`config.mk`:
```
export PLATFORM = sky130hd
export DESIGN_NAME = md5_message_digest_flat
export DESIGN_NICKNAME = d
export VERILOG_FILES = /design/src/design/md5_pkg.sv /design/src/design/md5_if.sv /design/src/design/md5_message_digest.sv /design/src/design/md5_ctrl.sv /design/src/design/md5_dp.sv /design/src/flat_wrapper.sv
export SDC_FILE = /design/constraint.sdc
export NUM_CORES = 2
export LEC_CHECK = 0
export BUFFER_PORTS_ARGS = -buffer_cell sky130_fd_sc_hd__buf_2
export CAP_MARGIN = 20
export CORE_ASPECT_RATIO = 1.1
export CORE_MARGIN = 1
export CORE_UTILIZATION = 55
export CTS_CLUSTER_DIAMETER = 120
export DETAILED_ROUTE_END_ITERATION = 7
export PLACE_DENSITY = 0.68
export RECOVER_POWER = 100
export SETUP_SLACK_MARGIN = 0.05
export SYNTH_ARGS = -nofsm -noshare
export SYNTH_HDL_FRONTEND = slang
export SYNTH_SLANG_ARGS = --single-unit
```
`constraint.sdc`:
```
create_clock -name clk -period 9.7 [get_ports clk]
set_clock_uncertainty 0.05 [all_clocks]
set_input_delay 1.455 -clock clk [delete_from_list [all_inputs] [get_ports clk]]
set_output_delay 1.455 -clock clk [all_outputs]
set_load 0.05 [all_outputs]
```
`src/design/md5_pkg.sv`:
```
// md5 package: controller states, command and status structs, round tables
// and helper functions shared by the controller, datapath and top level
// no dependencies
package md5_pkg;

    localparam logic [31:0] IV_A = 32'h67452301;
    localparam logic [31:0] IV_B = 32'hefcdab89;
    localparam logic [31:0] IV_C = 32'h98badcfe;
    localparam logic [31:0] IV_D = 32'h10325476;

    localparam logic [7:0] PAD_MARK_BYTE = 8'h80;
    localparam logic [5:0] POS_LAST      = 6'd63;
    localparam logic [5:0] POS_LEN_START = 6'd56;
    localparam logic [5:0] ROUND_LAST    = 6'd63;

    localparam logic [31:0] ROUND_K [64] = '{
        32'hd76aa478, 32'he8c7b756, 32'h242070db, 32'hc1bdceee,
        32'hf57c0faf, 32'h4787c62a, 32'ha8304613, 32'hfd469501,
        32'h698098d8, 32'h8b44f7af, 32'hffff5bb1, 32'h895cd7be,
        32'h6b901122, 32'hfd987193, 32'ha679438e, 32'h49b40821,
        32'hf61e2562, 32'hc040b340, 32'h265e5a51, 32'he9b6c7aa,
        32'hd62f105d, 32'h02441453, 32'hd8a1e681, 32'he7d3fbc8,
        32'h21e1cde6, 32'hc33707d6, 32'hf4d50d87, 32'h455a14ed,
        32'ha9e3e905, 32'hfcefa3f8, 32'h676f02d9, 32'h8d2a4c8a,
        32'hfffa3942, 32'h8771f681, 32'h6d9d6122, 32'hfde5380c,
        32'ha4beea44, 32'h4bdecfa9, 32'hf6bb4b60, 32'hbebfbc70,
        32'h289b7ec6, 32'heaa127fa, 32'hd4ef3085, 32'h04881d05,
        32'hd9d4d039, 32'he6db99e5, 32'h1fa27cf8, 32'hc4ac5665,
        32'hf4292244, 32'h432aff97, 32'hab9423a7, 32'hfc93a039,
        32'h655b59c3, 32'h8f0ccc92, 32'hffeff47d, 32'h85845dd1,
        32'h6fa87e4f, 32'hfe2ce6e0, 32'ha3014314, 32'h4e0811a1,
        32'hf7537e82, 32'hbd3af235, 32'h2ad7d2bb, 32'heb86d391
    };

    typedef enum logic [2:0] {
        ST_IDLE,
        ST_PAD_MARK,
        ST_PAD_ZERO,
        ST_PAD_LEN,
        ST_CMP_PREP,
        ST_CMP_ROUND,
        ST_CMP_FOLD,
        ST_DONE
    } md5_state_t;

    typedef enum logic [1:0] {
        SRC_DATA,
        SRC_MARK,
        SRC_ZERO,
        SRC_LEN
    } md5_src_t;

    typedef struct packed {
        logic     take;
        logic     wr_en;
        md5_src_t wr_src;
        logic     len_add;
        logic     prep;
        logic     round;
        logic     fold;
        logic     emit;
    } md5_cmd_t;

    typedef struct packed {
        logic pos_last;
        logic pos_len;
        logic round_last;
        logic out_busy;
    } md5_status_t;

    // message word index used by round r
    function automatic logic [3:0] msg_index(input logic [5:0] r);
        logic [3:0] res;
        res = r[3:0];
        case (r[5:4])
            2'd0: res = r[3:0];
            2'd1: res = 4'(r[3:0] * 4'd5 + 4'd1);
            2'd2: res = 4'(r[3:0] * 4'd3 + 4'd5);
            default: res = 4'(r[3:0] * 4'd7);
        endcase
        return res;
    endfunction

    function automatic logic [4:0] shift_amt(input logic [5:0] r);
        logic [4:0] s;
        s = 5'd7;
        case ({r[5:4], r[1:0]})
            4'd0:  s = 5'd7;
            4'd1:  s = 5'd12;
            4'd2:  s = 5'd17;
            4'd3:  s = 5'd22;
            4'd4:  s = 5'd5;
            4'd5:  s = 5'd9;
            4'd6:  s = 5'd14;
            4'd7:  s = 5'd20;
            4'd8:  s = 5'd4;
            4'd9:  s = 5'd11;
            4'd10: s = 5'd16;
            4'd11: s = 5'd23;
            4'd12: s = 5'd6;
            4'd13: s = 5'd10;
            4'd14: s = 5'd15;
            default: s = 5'd21;
        endcase
        return s;
    endfunction

    function automatic logic [31:0] round_fn(input logic [1:0] grp, input logic [31:0] b,
                                             input logic [31:0] c, input logic [31:0] d);
        logic [31:0] f;
        f = '0;
        case (grp)
            2'd0: f = (b & c) | (~b & d);
            2'd1: f = (b & d) | (c & ~d);
            2'd2: f = b ^ c ^ d;
            default: f = c ^ (b | ~d);
        endcase
        return f;
    endfunction

    function automatic logic [31:0] rotl(input logic [31:0] x, input logic [4:0] s);
        logic [63:0] dbl;
        dbl = {x, x} << s;
        return dbl[63:32];
    endfunction

endpackage

```
`src/design/md5_if.sv`:
```
// md5 stream interfaces: byte input channel and digest output channel
// valid/ready handshake; no dependencies
interface md5_in_if;
    logic       valid;
    logic       ready;
    logic [7:0] data_byte;
    logic       byte_present;
    logic       message_end;

    modport source (output valid, output data_byte, output byte_present,
                    output message_end, input ready);
    modport sink (input valid, input data_byte, input byte_present,
                  input message_end, output ready);
endinterface

interface md5_out_if;
    logic        valid;
    logic        ready;
    logic [31:0] digest_word0;
    logic [31:0] digest_word1;
    logic [31:0] digest_word2;
    logic [31:0] digest_word3;

    modport source (output valid, output digest_word0, output digest_word1,
                    output digest_word2, output digest_word3, input ready);
    modport sink (input valid, input digest_word0, input digest_word1,
                  input digest_word2, input digest_word3, output ready);
endinterface

```
`src/design/md5_message_digest.sv`:
```
// md5 top level: a plain byte is taken while idle; a byte that fills the block
// starts a compression (load, 64 rounds on the single round unit, fold) before the next
// transaction is taken. message end pads the block one byte at a time (mark, zeros,
// length, plus one or two compressions), then the digest is registered.
// asynchronous active-low reset loads the initial chaining value and clears
// the byte and length counters; depends on md5_pkg, md5_if, md5_ctrl, md5_dp
module md5_message_digest (
    input  logic      clk,
    input  logic      rst_n,
    md5_in_if.sink    msg,
    md5_out_if.source digest
);
    import md5_pkg::*;

    md5_cmd_t    cmd;
    md5_status_t status;

    md5_ctrl u_ctrl (
        .clk          (clk),
        .rst_n        (rst_n),
        .in_valid     (msg.valid),
        .byte_present (msg.byte_present),
        .message_end  (msg.message_end),
        .status       (status),
        .cmd          (cmd)
    );

    md5_dp u_dp (
        .clk          (clk),
        .rst_n        (rst_n),
        .cmd          (cmd),
        .data_byte    (msg.data_byte),
        .out_ready    (digest.ready),
        .status       (status),
        .out_valid    (digest.valid),
        .digest_word0 (digest.digest_word0),
        .digest_word1 (digest.digest_word1),
        .digest_word2 (digest.digest_word2),
        .digest_word3 (digest.digest_word3)
    );

    assign msg.ready = cmd.take;

    // block store must not change while rounds read it
    assert property (@(posedge clk) disable iff (!rst_n) !(cmd.wr_en && (cmd.round || cmd.prep)))
        else $error("block write during compression");

    assert property (@(posedge clk) disable iff (!rst_n) cmd.prep |=> cmd.round)
        else $error("round sequence did not follow load");

    assert property (@(posedge clk) disable iff (!rst_n) cmd.emit |=> digest.valid)
        else $error("digest not presented after emit");

    assert property (@(posedge clk) disable iff (!rst_n) msg.ready |-> !(cmd.round || cmd.fold))
        else $error("input taken while compressing");

endmodule

```
`src/design/md5_ctrl.sv`:
```
// md5 controller: sequences byte intake, padding, compression and digest output
// depends on md5_pkg
module md5_ctrl (
    input  logic                clk,
    input  logic                rst_n,
    input  logic                in_valid,
    input  logic                byte_present,
    input  logic                message_end,
    input  md5_pkg::md5_status_t status,
    output md5_pkg::md5_cmd_t    cmd
);
    import md5_pkg::*;

    md5_state_t state_reg, state_next;
    md5_state_t ret_reg, ret_next;

    always_ff @(posedge clk or negedge rst_n)
    begin
        if (!rst_n)
        begin
            state_reg <= ST_IDLE;
            ret_reg   <= ST_IDLE;
        end
        else
        begin
            state_reg <= state_next;
            ret_reg   <= ret_next;
        end
    end

    always_comb
    begin
        state_next = state_reg;
        ret_next   = ret_reg;
        cmd        = '0;
        cmd.wr_src = SRC_DATA;
        unique case (state_reg)
            ST_IDLE:
            begin
                cmd.take = 1'b1;
                if (in_valid)
                begin
                    if (byte_present)
                    begin
                        cmd.wr_en   = 1'b1;
                        cmd.len_add = 1'b1;
                    end
                    if (byte_present && status.pos_last)
                    begin
                        // block full: compress, then pad if the message ended too
                        ret_next   = message_end ? ST_PAD_MARK : ST_IDLE;
                        state_next = ST_CMP_PREP;
                    end
                    else if (message_end)
                    begin
                        state_next = ST_PAD_MARK;
                    end
                end
            end
            ST_PAD_MARK:
            begin
                cmd.wr_en  = 1'b1;
                cmd.wr_src = SRC_MARK;
                if (status.pos_last)
                begin
                    ret_next   = ST_PAD_ZERO;
                    state_next = ST_CMP_PREP;
                end
                else
                begin
                    state_next = ST_PAD_ZERO;
                end
            end
            ST_PAD_ZERO:
            begin
                if (status.pos_len)
                begin
                    state_next = ST_PAD_LEN;
                end
                else
                begin
                    cmd.wr_en  = 1'b1;
                    cmd.wr_src = SRC_ZERO;
                    if (status.pos_last)
                    begin
                        ret_next   = ST_PAD_ZERO;
                        state_next = ST_CMP_PREP;
                    end
                end
            end
            ST_PAD_LEN:
            begin
                cmd.wr_en  = 1'b1;
                cmd.wr_src = SRC_LEN;
                if (status.pos_last)
                begin
                    ret_next   = ST_DONE;
                    state_next = ST_CMP_PREP;
                end
            end
            ST_CMP_PREP:
            begin
                cmd.prep   = 1'b1;
                state_next = ST_CMP_ROUND;
            end
            ST_CMP_ROUND:
            begin
                cmd.round = 1'b1;
                if (status.round_last)
                begin
                    state_next = ST_CMP_FOLD;
                end
            end
            ST_CMP_FOLD:
            begin
                cmd.fold   = 1'b1;
                state_next = ret_reg;
            end
            ST_DONE:
            begin
                if (!status.out_busy)
                begin
                    cmd.emit   = 1'b1;
                    state_next = ST_IDLE;
                end
            end
            default:
            begin
                state_next = ST_IDLE;
            end
        endcase
    end

endmodule

```
`src/design/md5_dp.sv`:
```
// md5 datapath: block store, length counter, chaining value, round unit and
// digest output register; depends on md5_pkg
module md5_dp (
    input  logic                 clk,
    input  logic                 rst_n,
    input  md5_pkg::md5_cmd_t    cmd,
    input  logic [7:0]           data_byte,
    input  logic                 out_ready,
    output md5_pkg::md5_status_t status,
    output logic                 out_valid,
    output logic [31:0]          digest_word0,
    output logic [31:0]          digest_word1,
    output logic [31:0]          digest_word2,
    output logic [31:0]          digest_word3
);
    import md5_pkg::*;

    logic [31:0] blk_reg [16];
    logic [31:0] chain_reg [4];
    logic [31:0] chain_next [4];
    logic [5:0]  pos_reg, pos_next;
    logic [63:0] len_reg, len_next;
    logic [5:0]  round_reg, round_next;
    logic        out_valid_reg, out_valid_next;
    logic [31:0] a_reg, b_reg, c_reg, d_reg;
    logic [31:0] sum_reg;
    logic [31:0] dig_reg [4];

    logic [7:0]  wr_byte;
    logic [5:0]  round_succ;
    logic [31:0] f_val;
    logic [31:0] b_new;
    logic [31:0] sum_round;
    logic [31:0] sum_prep;

    always_comb
    begin
        case (cmd.wr_src)
            SRC_DATA: wr_byte = data_byte;
            SRC_MARK: wr_byte = PAD_MARK_BYTE;
            SRC_ZERO: wr_byte = 8'h00;
            default:  wr_byte = len_reg[{pos_reg[2:0], 3'b000} +: 8];
        endcase
    end

    assign round_succ = round_reg + 6'd1;
    assign f_val      = round_fn(round_reg[5:4], b_reg, c_reg, d_reg);
    assign b_new      = b_reg + rotl(sum_reg + f_val, shift_amt(round_reg));
    // next round's a is today's d, so its operand sum is computed ahead and held in sum_reg
    assign sum_round  = d_reg + ROUND_K[round_succ] + blk_reg[msg_index(round_succ)];
    assign sum_prep   = chain_reg[0] + ROUND_K[0] + blk_reg[0];

    always_comb
    begin
        pos_next       = pos_reg;
        len_next       = len_reg;
        round_next     = round_reg;
        out_valid_next = out_valid_reg;
        chain_next     = chain_reg;
        if (cmd.wr_en)
        begin
            pos_next = pos_reg + 6'd1;
        end
        if (cmd.len_add)
        begin
            len_next = len_reg + 64'd8;
        end
        if (cmd.prep)
        begin
            round_next = '0;
        end
        else if (cmd.round)
        begin
            round_next = round_succ;
        end
        if (out_valid_reg && out_ready)
        begin
            out_valid_next = 1'b0;
        end
        if (cmd.fold)
        begin
            chain_next[0] = chain_reg[0] + a_reg;
            chain_next[1] = chain_reg[1] + b_reg;
            chain_next[2] = chain_reg[2] + c_reg;
            chain_next[3] = chain_reg[3] + d_reg;
        end
        if (cmd.emit)
        begin
            out_valid_next = 1'b1;
            pos_next       = '0;
            len_next       = '0;
            chain_next[0]  = IV_A;
            chain_next[1]  = IV_B;
            chain_next[2]  = IV_C;
            chain_next[3]  = IV_D;
        end
    end

    always_ff @(posedge clk or negedge rst_n)
    begin
        if (!rst_n)
        begin
            pos_reg       <= '0;
            len_reg       <= '0;
            round_reg     <= '0;
            out_valid_reg <= 1'b0;
            chain_reg[0]  <= IV_A;
            chain_reg[1]  <= IV_B;
            chain_reg[2]  <= IV_C;
            chain_reg[3]  <= IV_D;
        end
        else
        begin
            pos_reg       <= pos_next;
            len_reg       <= len_next;
            round_reg     <= round_next;
            out_valid_reg <= out_valid_next;
            chain_reg     <= chain_next;
        end
    end

    always_ff @(posedge clk)
    begin
        if (cmd.wr_en)
        begin
            blk_reg[pos_reg[5:2]][{pos_reg[1:0], 3'b000} +: 8] <= wr_byte;
        end
        if (cmd.prep)
        begin
            a_reg   <= chain_reg[0];
            b_reg   <= chain_reg[1];
            c_reg   <= chain_reg[2];
            d_reg   <= chain_reg[3];
            sum_reg <= sum_prep;
        end
        else if (cmd.round)
        begin
            a_reg   <= d_reg;
            b_reg   <= b_new;
            c_reg   <= b_reg;
            d_reg   <= c_reg;
            sum_reg <= sum_round;
        end
        if (cmd.emit)
        begin
            dig_reg <= chain_reg;
        end
    end

    assign status.pos_last   = (pos_reg == POS_LAST);
    assign status.pos_len    = (pos_reg == POS_LEN_START);
    assign status.round_last = (round_reg == ROUND_LAST);
    assign status.out_busy   = out_valid_reg && !out_ready;

    assign out_valid    = out_valid_reg;
    assign digest_word0 = dig_reg[0];
    assign digest_word1 = dig_reg[1];
    assign digest_word2 = dig_reg[2];
    assign digest_word3 = dig_reg[3];

endmodule

```
`src/flat_wrapper.sv`:
```
// flat-port wrapper written by rule: the top's interface ports become plain ports
module md5_message_digest_flat import md5_pkg::*;
  (clk, rst_n, msg_valid, msg_data_byte, msg_byte_present, msg_message_end, msg_ready, digest_valid, digest_digest_word0, digest_digest_word1, digest_digest_word2, digest_digest_word3, digest_ready);
  md5_in_if msg_i ();
  md5_out_if digest_i ();
  input  logic clk;
  input  logic rst_n;
  input wire logic [$bits(msg_i.valid)-1:0] msg_valid;
  input wire logic [$bits(msg_i.data_byte)-1:0] msg_data_byte;
  input wire logic [$bits(msg_i.byte_present)-1:0] msg_byte_present;
  input wire logic [$bits(msg_i.message_end)-1:0] msg_message_end;
  output wire logic [$bits(msg_i.ready)-1:0] msg_ready;
  output wire logic [$bits(digest_i.valid)-1:0] digest_valid;
  output wire logic [$bits(digest_i.digest_word0)-1:0] digest_digest_word0;
  output wire logic [$bits(digest_i.digest_word1)-1:0] digest_digest_word1;
  output wire logic [$bits(digest_i.digest_word2)-1:0] digest_digest_word2;
  output wire logic [$bits(digest_i.digest_word3)-1:0] digest_digest_word3;
  input wire logic [$bits(digest_i.ready)-1:0] digest_ready;
  assign msg_i.valid = msg_valid;
  assign msg_i.data_byte = msg_data_byte;
  assign msg_i.byte_present = msg_byte_present;
  assign msg_i.message_end = msg_message_end;
  assign msg_ready = msg_i.ready;
  assign digest_valid = digest_i.valid;
  assign digest_digest_word0 = digest_i.digest_word0;
  assign digest_digest_word1 = digest_i.digest_word1;
  assign digest_digest_word2 = digest_i.digest_word2;
  assign digest_digest_word3 = digest_i.digest_word3;
  assign digest_i.ready = digest_ready;
  md5_message_digest u_core (.clk(clk), .rst_n(rst_n), .msg(msg_i), .digest(digest_i));
endmodule
```
Yosys cells after proc, flatten, opt, wreduce, memory -nomap -nowiden
Memories as Yosys holds them, arrays and structs flattened.
Cells that the tools add are included.
{"block": "totals", "in_bits": 14, "n_memories": 3, "out_inout_bits": 130, "ram_bits": 512, "ff_bits": 499, "romBits": 2128}
{"name": "(name not given)", "depth": 64, "width": 32, "rd": 1, "rd_clocked_by_memory_dff": 0, "wr": 0, "line_no": "md5_dp.sv:50", "text": "assign sum_round = d_reg + ROUND_K[round_succ] + blk_reg[msg_index(round_succ)];"}
{"name": "u_core.u_dp.blk_reg", "depth": 16, "width": 32, "rd": 2, "rd_clocked_by_memory_dff": 0, "wr": 1, "line_no": "md5_dp.sv:18", "text": "logic [31:0] blk_reg [16];"}
{"name": "(name not given)", "depth": 16, "width": 5, "rd": 1, "rd_clocked_by_memory_dff": 0, "wr": 0, "line_no": "md5_pkg.sv:87", "text": "case ({r[5:4], r[1:0]})"}
{"block": "op_classes", "n_addsub": 16, "n_mux": 55, "reduce_logical": 17, "order_cmp": 1, "n_bitwise": 13, "n_mul": 3, "n_shift": 4, "n_eq_ne": 23}
{"operator": "32-bit 2-to-1 mux", "count": 13}
{"operator": "32-bit adder", "count": 9}
{"operator": "128-bit 2-to-1 mux", "count": 2}
{"operator": "32-bit AND", "count": 4}
{"operator": "64-bit 2-to-1 mux", "count": 2}
{"operator": "32-bit bitwise OR", "count": 3}
{"operator": "32-bit one-hot mux with 3 select lines", "count": 1}
{"operator": "32-bit XOR", "count": 3}
{"operator": "64-bit by 4-bit adder with 64-bit output, second input constant", "count": 1}
{"operator": "32-bit NOT", "count": 2}
{"operator": "64-bit by 7-bit variable part select with 8-bit output", "count": 1}
{"operator": "64-bit by 5-bit << shifter with 64-bit output", "count": 1}
{"operator": "3-bit 2-to-1 mux", "count": 14}
{"operator": "32-bit adder, second input constant", "count": 1}
{"operator": "8-bit by 7-bit variable shift with 32-bit output, first input constant", "count": 1}
{"operator": "8-bit by 7-bit variable part select with 32-bit output", "count": 1}
{"operator": "6-bit 2-to-1 mux", "count": 4}
{"operator": "3-bit one-hot mux with 8 select lines", "count": 1}
{"operator": "8-bit one-hot mux with 3 select lines", "count": 1}
{"operator": "6-bit equality test, second input constant", "count": 3}
{"operator": "1-bit 2-to-1 mux", "count": 13}
{"operator": "6-bit by 1-bit adder with 6-bit output, second input constant", "count": 2}
{"operator": "3-bit equality test, second input constant", "count": 4}
{"operator": "3-bit one-hot mux with 4 select lines", "count": 1}
{"operator": "other kinds (26)", "count": 44}

Logic depth before layout (Yosys ltp)
{"block": "logic_depth", "word_depth": 9, "depth_mapped": 37, "mapped_depth_nobuf": 33}

Cells and area by module
A second synthesis with hierarchy kept.
{"block": "unflattened", "hier_cells": 5607, "area_unflattened_um2": 61073.6}
{"mod": "md5_dp", "cells_per_inst": 5538, "seq_area_each_um2": 29158.0, "instances": 1, "area_each_um2": 60548.1}
{"mod": "md5_ctrl", "cells_per_inst": 69, "seq_area_each_um2": 150.1, "instances": 1, "area_each_um2": 525.5}

Worst setup path before layout
Ideal clock, no wire load.
{"block": "synth_timing", "path_kind": "register to register", "from": "register u_core.u_dp.round_reg[0]", "to": "register u_core.u_dp.sum_reg[29], data pin", "stages_incl_launch_ff": 35, "slack_ns": 2.086, "required_time_ns": 9.382, "arrival_time_ns": 7.296, "cell_sequence": "dfrtp_1 -> ha_1 -> buf_2 -> inv_1 -> ha_1 -> clkbuf_1 -> inv_1 -> clkbuf_1 -> buf_1 -> ha_1 -> clkbuf_1 -> xnor2_1 -> xnor2_1 -> o21ai_0 -> o21ai_0 -> a211o_1 -> buf_2 -> buf_1 -> nand2_1 -> o21ai_0 -> fa_1 -> inv_1 -> ha_1 -> a21o_1 -> a21oi_1 -> o21ai_0 -> a221o_1 -> or3_1 -> o21ai_0 -> o21ai_0 -> o41ai_1 -> o21ai_0 -> xnor2_1 -> nand2_1 -> o21ai_0"}
{"block": "synth_between", "elab_chain_len": 9}
{"element": "start: declaration", "line_no": "md5_dp.sv:23", "text": "logic [5:0] round_reg, round_next;"}
{"element": "start signal: assignment", "line_no": "md5_dp.sv:116", "text": "round_reg <= round_next;"}
{"element": "6-bit by 1-bit adder with 6-bit output *", "line_no": "md5_dp.sv:46", "text": "assign round_succ = round_reg + 6'd1;"}
{"element": "parallel branches: the longest is 5 deep, another holds memory 16 x 32 bit"}
{"element": "32-bit adder *", "line_no": "md5_dp.sv:50"}
{"element": "32-bit 2-to-1 mux *", "line_no": "md5_dp.sv:136", "text": "else if (cmd.round)"}
{"element": "32-bit 2-to-1 mux *", "line_no": "md5_dp.sv:128", "text": "if (cmd.prep)"}
{"element": "end signal: assignment", "line_no": "md5_dp.sv:134", "text": "sum_reg <= sum_prep;"}
{"element": "end signal: assignment", "line_no": "md5_dp.sv:142", "text": "sum_reg <= sum_round;"}
{"element": "end: declaration", "line_no": "md5_dp.sv:26", "text": "logic [31:0] sum_reg;"}
Mark *: on every way between the ends. The select of a mux whose other input is x is not followed.
A chain may end at the register's enable or synchronous reset.

Worst setup path after layout
{"block": "layout_timing", "from": "register u_core.u_dp.round_reg[1]", "to": "register u_core.u_dp.sum_reg[29], data pin"}
Same word-level chain as after synthesis.

==> key figures <==
Detailed routing
  – Vias per std cell: ~6.3
  – Vias: about 46000
  – Routed Antenna Nets: 0
  – Routed WL: roughly 180 mm
  – Residual DRC count: 0
  – Iter 0 DRT Violations: between 4000 and 5000
  – Drt pass-1 iters: 6
  – WL per Instance: approximately 25 um

Worst setup path
  – CP max FO: 30
  – Worst EP required: approximately 10 ns
  – Critical Path Most Common Cell: o21ai_0
  – Slowest stage delay, CP: around 0.85 ns
  – Reg2reg start: u_core.u_dp.round_reg[1]
  – R2R cell count: 28
  – Worst Path Arrival: around 9.1 ns
  – Critical Path End: u_core.u_dp.sum_reg[29]
  – Critical Path Start: u_core.u_dp.round_reg[1]
  – FF-to-FF setup slack: 0.83 ns
  – Worst path slowest cell: xnor2_2
  – Worst Setup End Kind: flop
  – Reg-to-Reg End: u_core.u_dp.sum_reg[29]
  – Kind of critical path: flop to flop
  – CP Launch Type: flop

Clocking
  – Clock transition at the registers of the reported paths: 0.06 ns
  – # resized after CTS: 0
  – Post-CTS setup buffer count: 0
  – Root Buffer: clkbuf_16
  – CTS tree: yes
  – H-tree level count: 3
  – Clock sink count: just over 1000
  – Worst-case clock buffer depth: 3
  – Clk_lat worst skew: around 0.73 ns
  – Post-CTS Hold Buffers: 0
  – Total CTS buffers: around 100

Placement
  – Placer Congestion: about 1.0
  – Placed insts: between 7000 and 8000
  – HPWL Detailed: approximately 130 mm
  – Port bufs: about 140

GRT
  – First-pass GRT wire length: approximately 270 mm
  – Remaining Overflow, GRT: 0
  – Vias in the first global route: about 43000
  – GRT Overall Usage: 0.321
  – Initial antenna violation count: 4
  – Largest net degree at the start of global routing: ~140

Floorplanning
  – I/O pin total: approximately 140
  – Die area: around 110000 um^2
  – CORE AREA: between 100000 and 150000 um^2
  – Rows: between 100 and 150
  – Die X: roughly 320 um
  – Die extent in y: between 300 and 400 um
  – Initial Util: 0.554

Timing
  – Fin Setup TNS: 0 ns
  – Final Setup Violations: 0
  – Normalized max-slew margin: -2.10
  – Final Max Tran Viols: between 1000 and 1500
  – Unrepaired setup endpoints after global routing: no
  – Final Cycle Share: 0.914
  – Worst slew pin tran: around 4.7 ns
  – Fmax: 0.113 GHz
  – Hold Violations, Final: 0
  – Min Tclk post-route: 8.87 ns

Run
  – Max-cap violation count: 17

Synth
  – Yosys cell types: 98
  – Mapped Nets: around 6100
  – Synth Flop Type: edfxtp_1
  – Area contributors post-synth: edfxtp_1 (40%), ha_1 (6.6%), dfrtp_1 (6.0%), mux4_2 (5.5%), nand2_1 (4.4%)
  – Area share of the largest cell type after synthesis: 0.398
  – Post-synthesis sequential element count: 1008
  – Post-synth top cells: edfxtp_1 (800), nand2_1 (716), nor2_1 (481), o21ai_0 (472), a21oi_1 (433)
  – Post-synth EDFFs: 800
  – Mapped cell area: between 60000 and 70000 um^2
  – Largest area contributor in the netlist: edfxtp_1
  – Yosys warns: 0
  – Synth Area per Inst: roughly 11 um^2
  – Count leader, synth: edfxtp_1
  – Gate Count Post-Synth: between 5000 and 6000
  – Post-synthesis sequential area ratio: 0.485
  – Post-synth ARST share: 0.206

Layout
  – Ant. Diodes: 0
  – Final std cells w/o fill: between 7000 and 8000
  – Filler instances: about 8900
  – Fin nets: around 6100
  – Syn-to-layout area delta: 9.16%
  – Share of cells above drive strength 1: 0.0886
  – Largest register FFs: between 500 and 600

Power and ir drop
  – Leakage power: 24.2 nW
  – Pwr Density: between 100 and 150 nW/um^2
  – Worst vdd ir: approximately 0.18 mV

Worst hold path
  – Min-delay src: u_core.u_ctrl.ret_reg[2]
  – HP Class: flop to flop
  – Hold Crit Depth: 2

Status
  – Status: finished, violations left
  – Failing checks: max-capacitance violations, max-slew violations
==> cell type report <==
class	count	area (um^2)	share of cell area
Sequential cell	1008	29300	0.445
Multi-Input combinational cell	4156	29200	0.443
Clock buffer	128	2770	0.0419
Tap cell	1419	1780	0.0269
Timing Repair Buffer	233	1210	0.0184
Inverter	251	945	0.0143
Clock inverter	68	752	0.0114
==> logic make-up after synthesis <==
group                      Yosys count  share of synthesized area
and+or+nand+nor                   1664                      0.120
AOI/OAI and AO/OA                 1524                      0.154
DFF                               1008                      0.485
buffers and inverters              526                     0.0338
adders and majority gates          362                     0.0804
xor gates and xnor gates           303                     0.0450
muxes                              303                     0.0817
==> worst min-delay path by stage <==
stage | to | slack (ns)
3_5_place_dp | u_core.u_dp.digest_word1[21] | 0.46
5_1_grt | u_core.u_ctrl.ret_reg[2] | 0.48
4_1_cts | u_core.u_dp.digest_word1[7] | 0.47
3_3_place_gp | u_core.u_dp.digest_word0[28] | 0.45
2_1_floorplan | u_core.u_dp.digest_word3[31] | 0.41
6_report | u_core.u_ctrl.ret_reg[2] | 0.47
==> placed cells by master (no fill, tap or decap), drive strengths merged, types with 46 or more instances in the layout <==
cell / instances
or2: 46
xor2: 142
nand2: 716
inv: 256
o21a: 46
nand3: 115
xnor2: 160
dfrtp: 144
a211oi: 80
mux4: 147
a21o: 88
nor3: 70
clkbuf: 283
mux2i: 115
edfxtp: 800
ha: 318
dfstp: 64
o211ai: 72
a31oi: 68
o21ai: 484
nor2: 482
a21oi: 436
buf: 78
==> stage by stage <==
step / area (um^2) / hold WS [ns] / setup slack [ns] / util / total power [mW]
final: 65900 / 0.468 / 0.834 / 0.605 / 8.78
after global routing: 65900 / 0.479 / 0.324 / 0.605 / 9.00
after CTS: 66200 / 0.466 / 1.24 / 0.607 / 8.85
after detailed placement: 62700 / 0.459 / 1.27 / 0.575 / 4.75
after global placement: 62700 / 0.453 / 1.34 / 0.575 / 4.75
after floorplan: 60400 / 0.414 / 2.09 / - / 4.72
==> routing by layer <==
metal | GRT usage | up-vias | part of all wire
met3 | 0.0420 | 448 | 0.070
met2 | 0.523 | 1990 | 0.47
met5 | 0 | - | 0.00015
met1 | 0.412 | 22400 | 0.39
li1 | - | 21100 | -
met4 | 0.198 | 4 | 0.068
==> critical path, delay by kind of cell (launching register included) <==
family	cells	cell delay, ns
AOI/OAI and AO/OA	11	2.88
xor gates and xnor gates	4	1.47
adders and majority gates	4	1.43
buffers and inverters	4	1.10
DFF	1	0.34
muxes	1	0.52
and+or+nand+nor	4	0.68
==> where the power goes <==
group / internal, mW / switching (mW) / total, mW
Combinational: 0.00325 / 0.0358 / 0.0391
Clock: 2.34 / 1.78 / 4.12
Sequential: 4.62 / 0.00000000000000000907 / 4.62
Total: 6.97 / 1.82 / 8.78
Power figures use the tool's default switching activity.
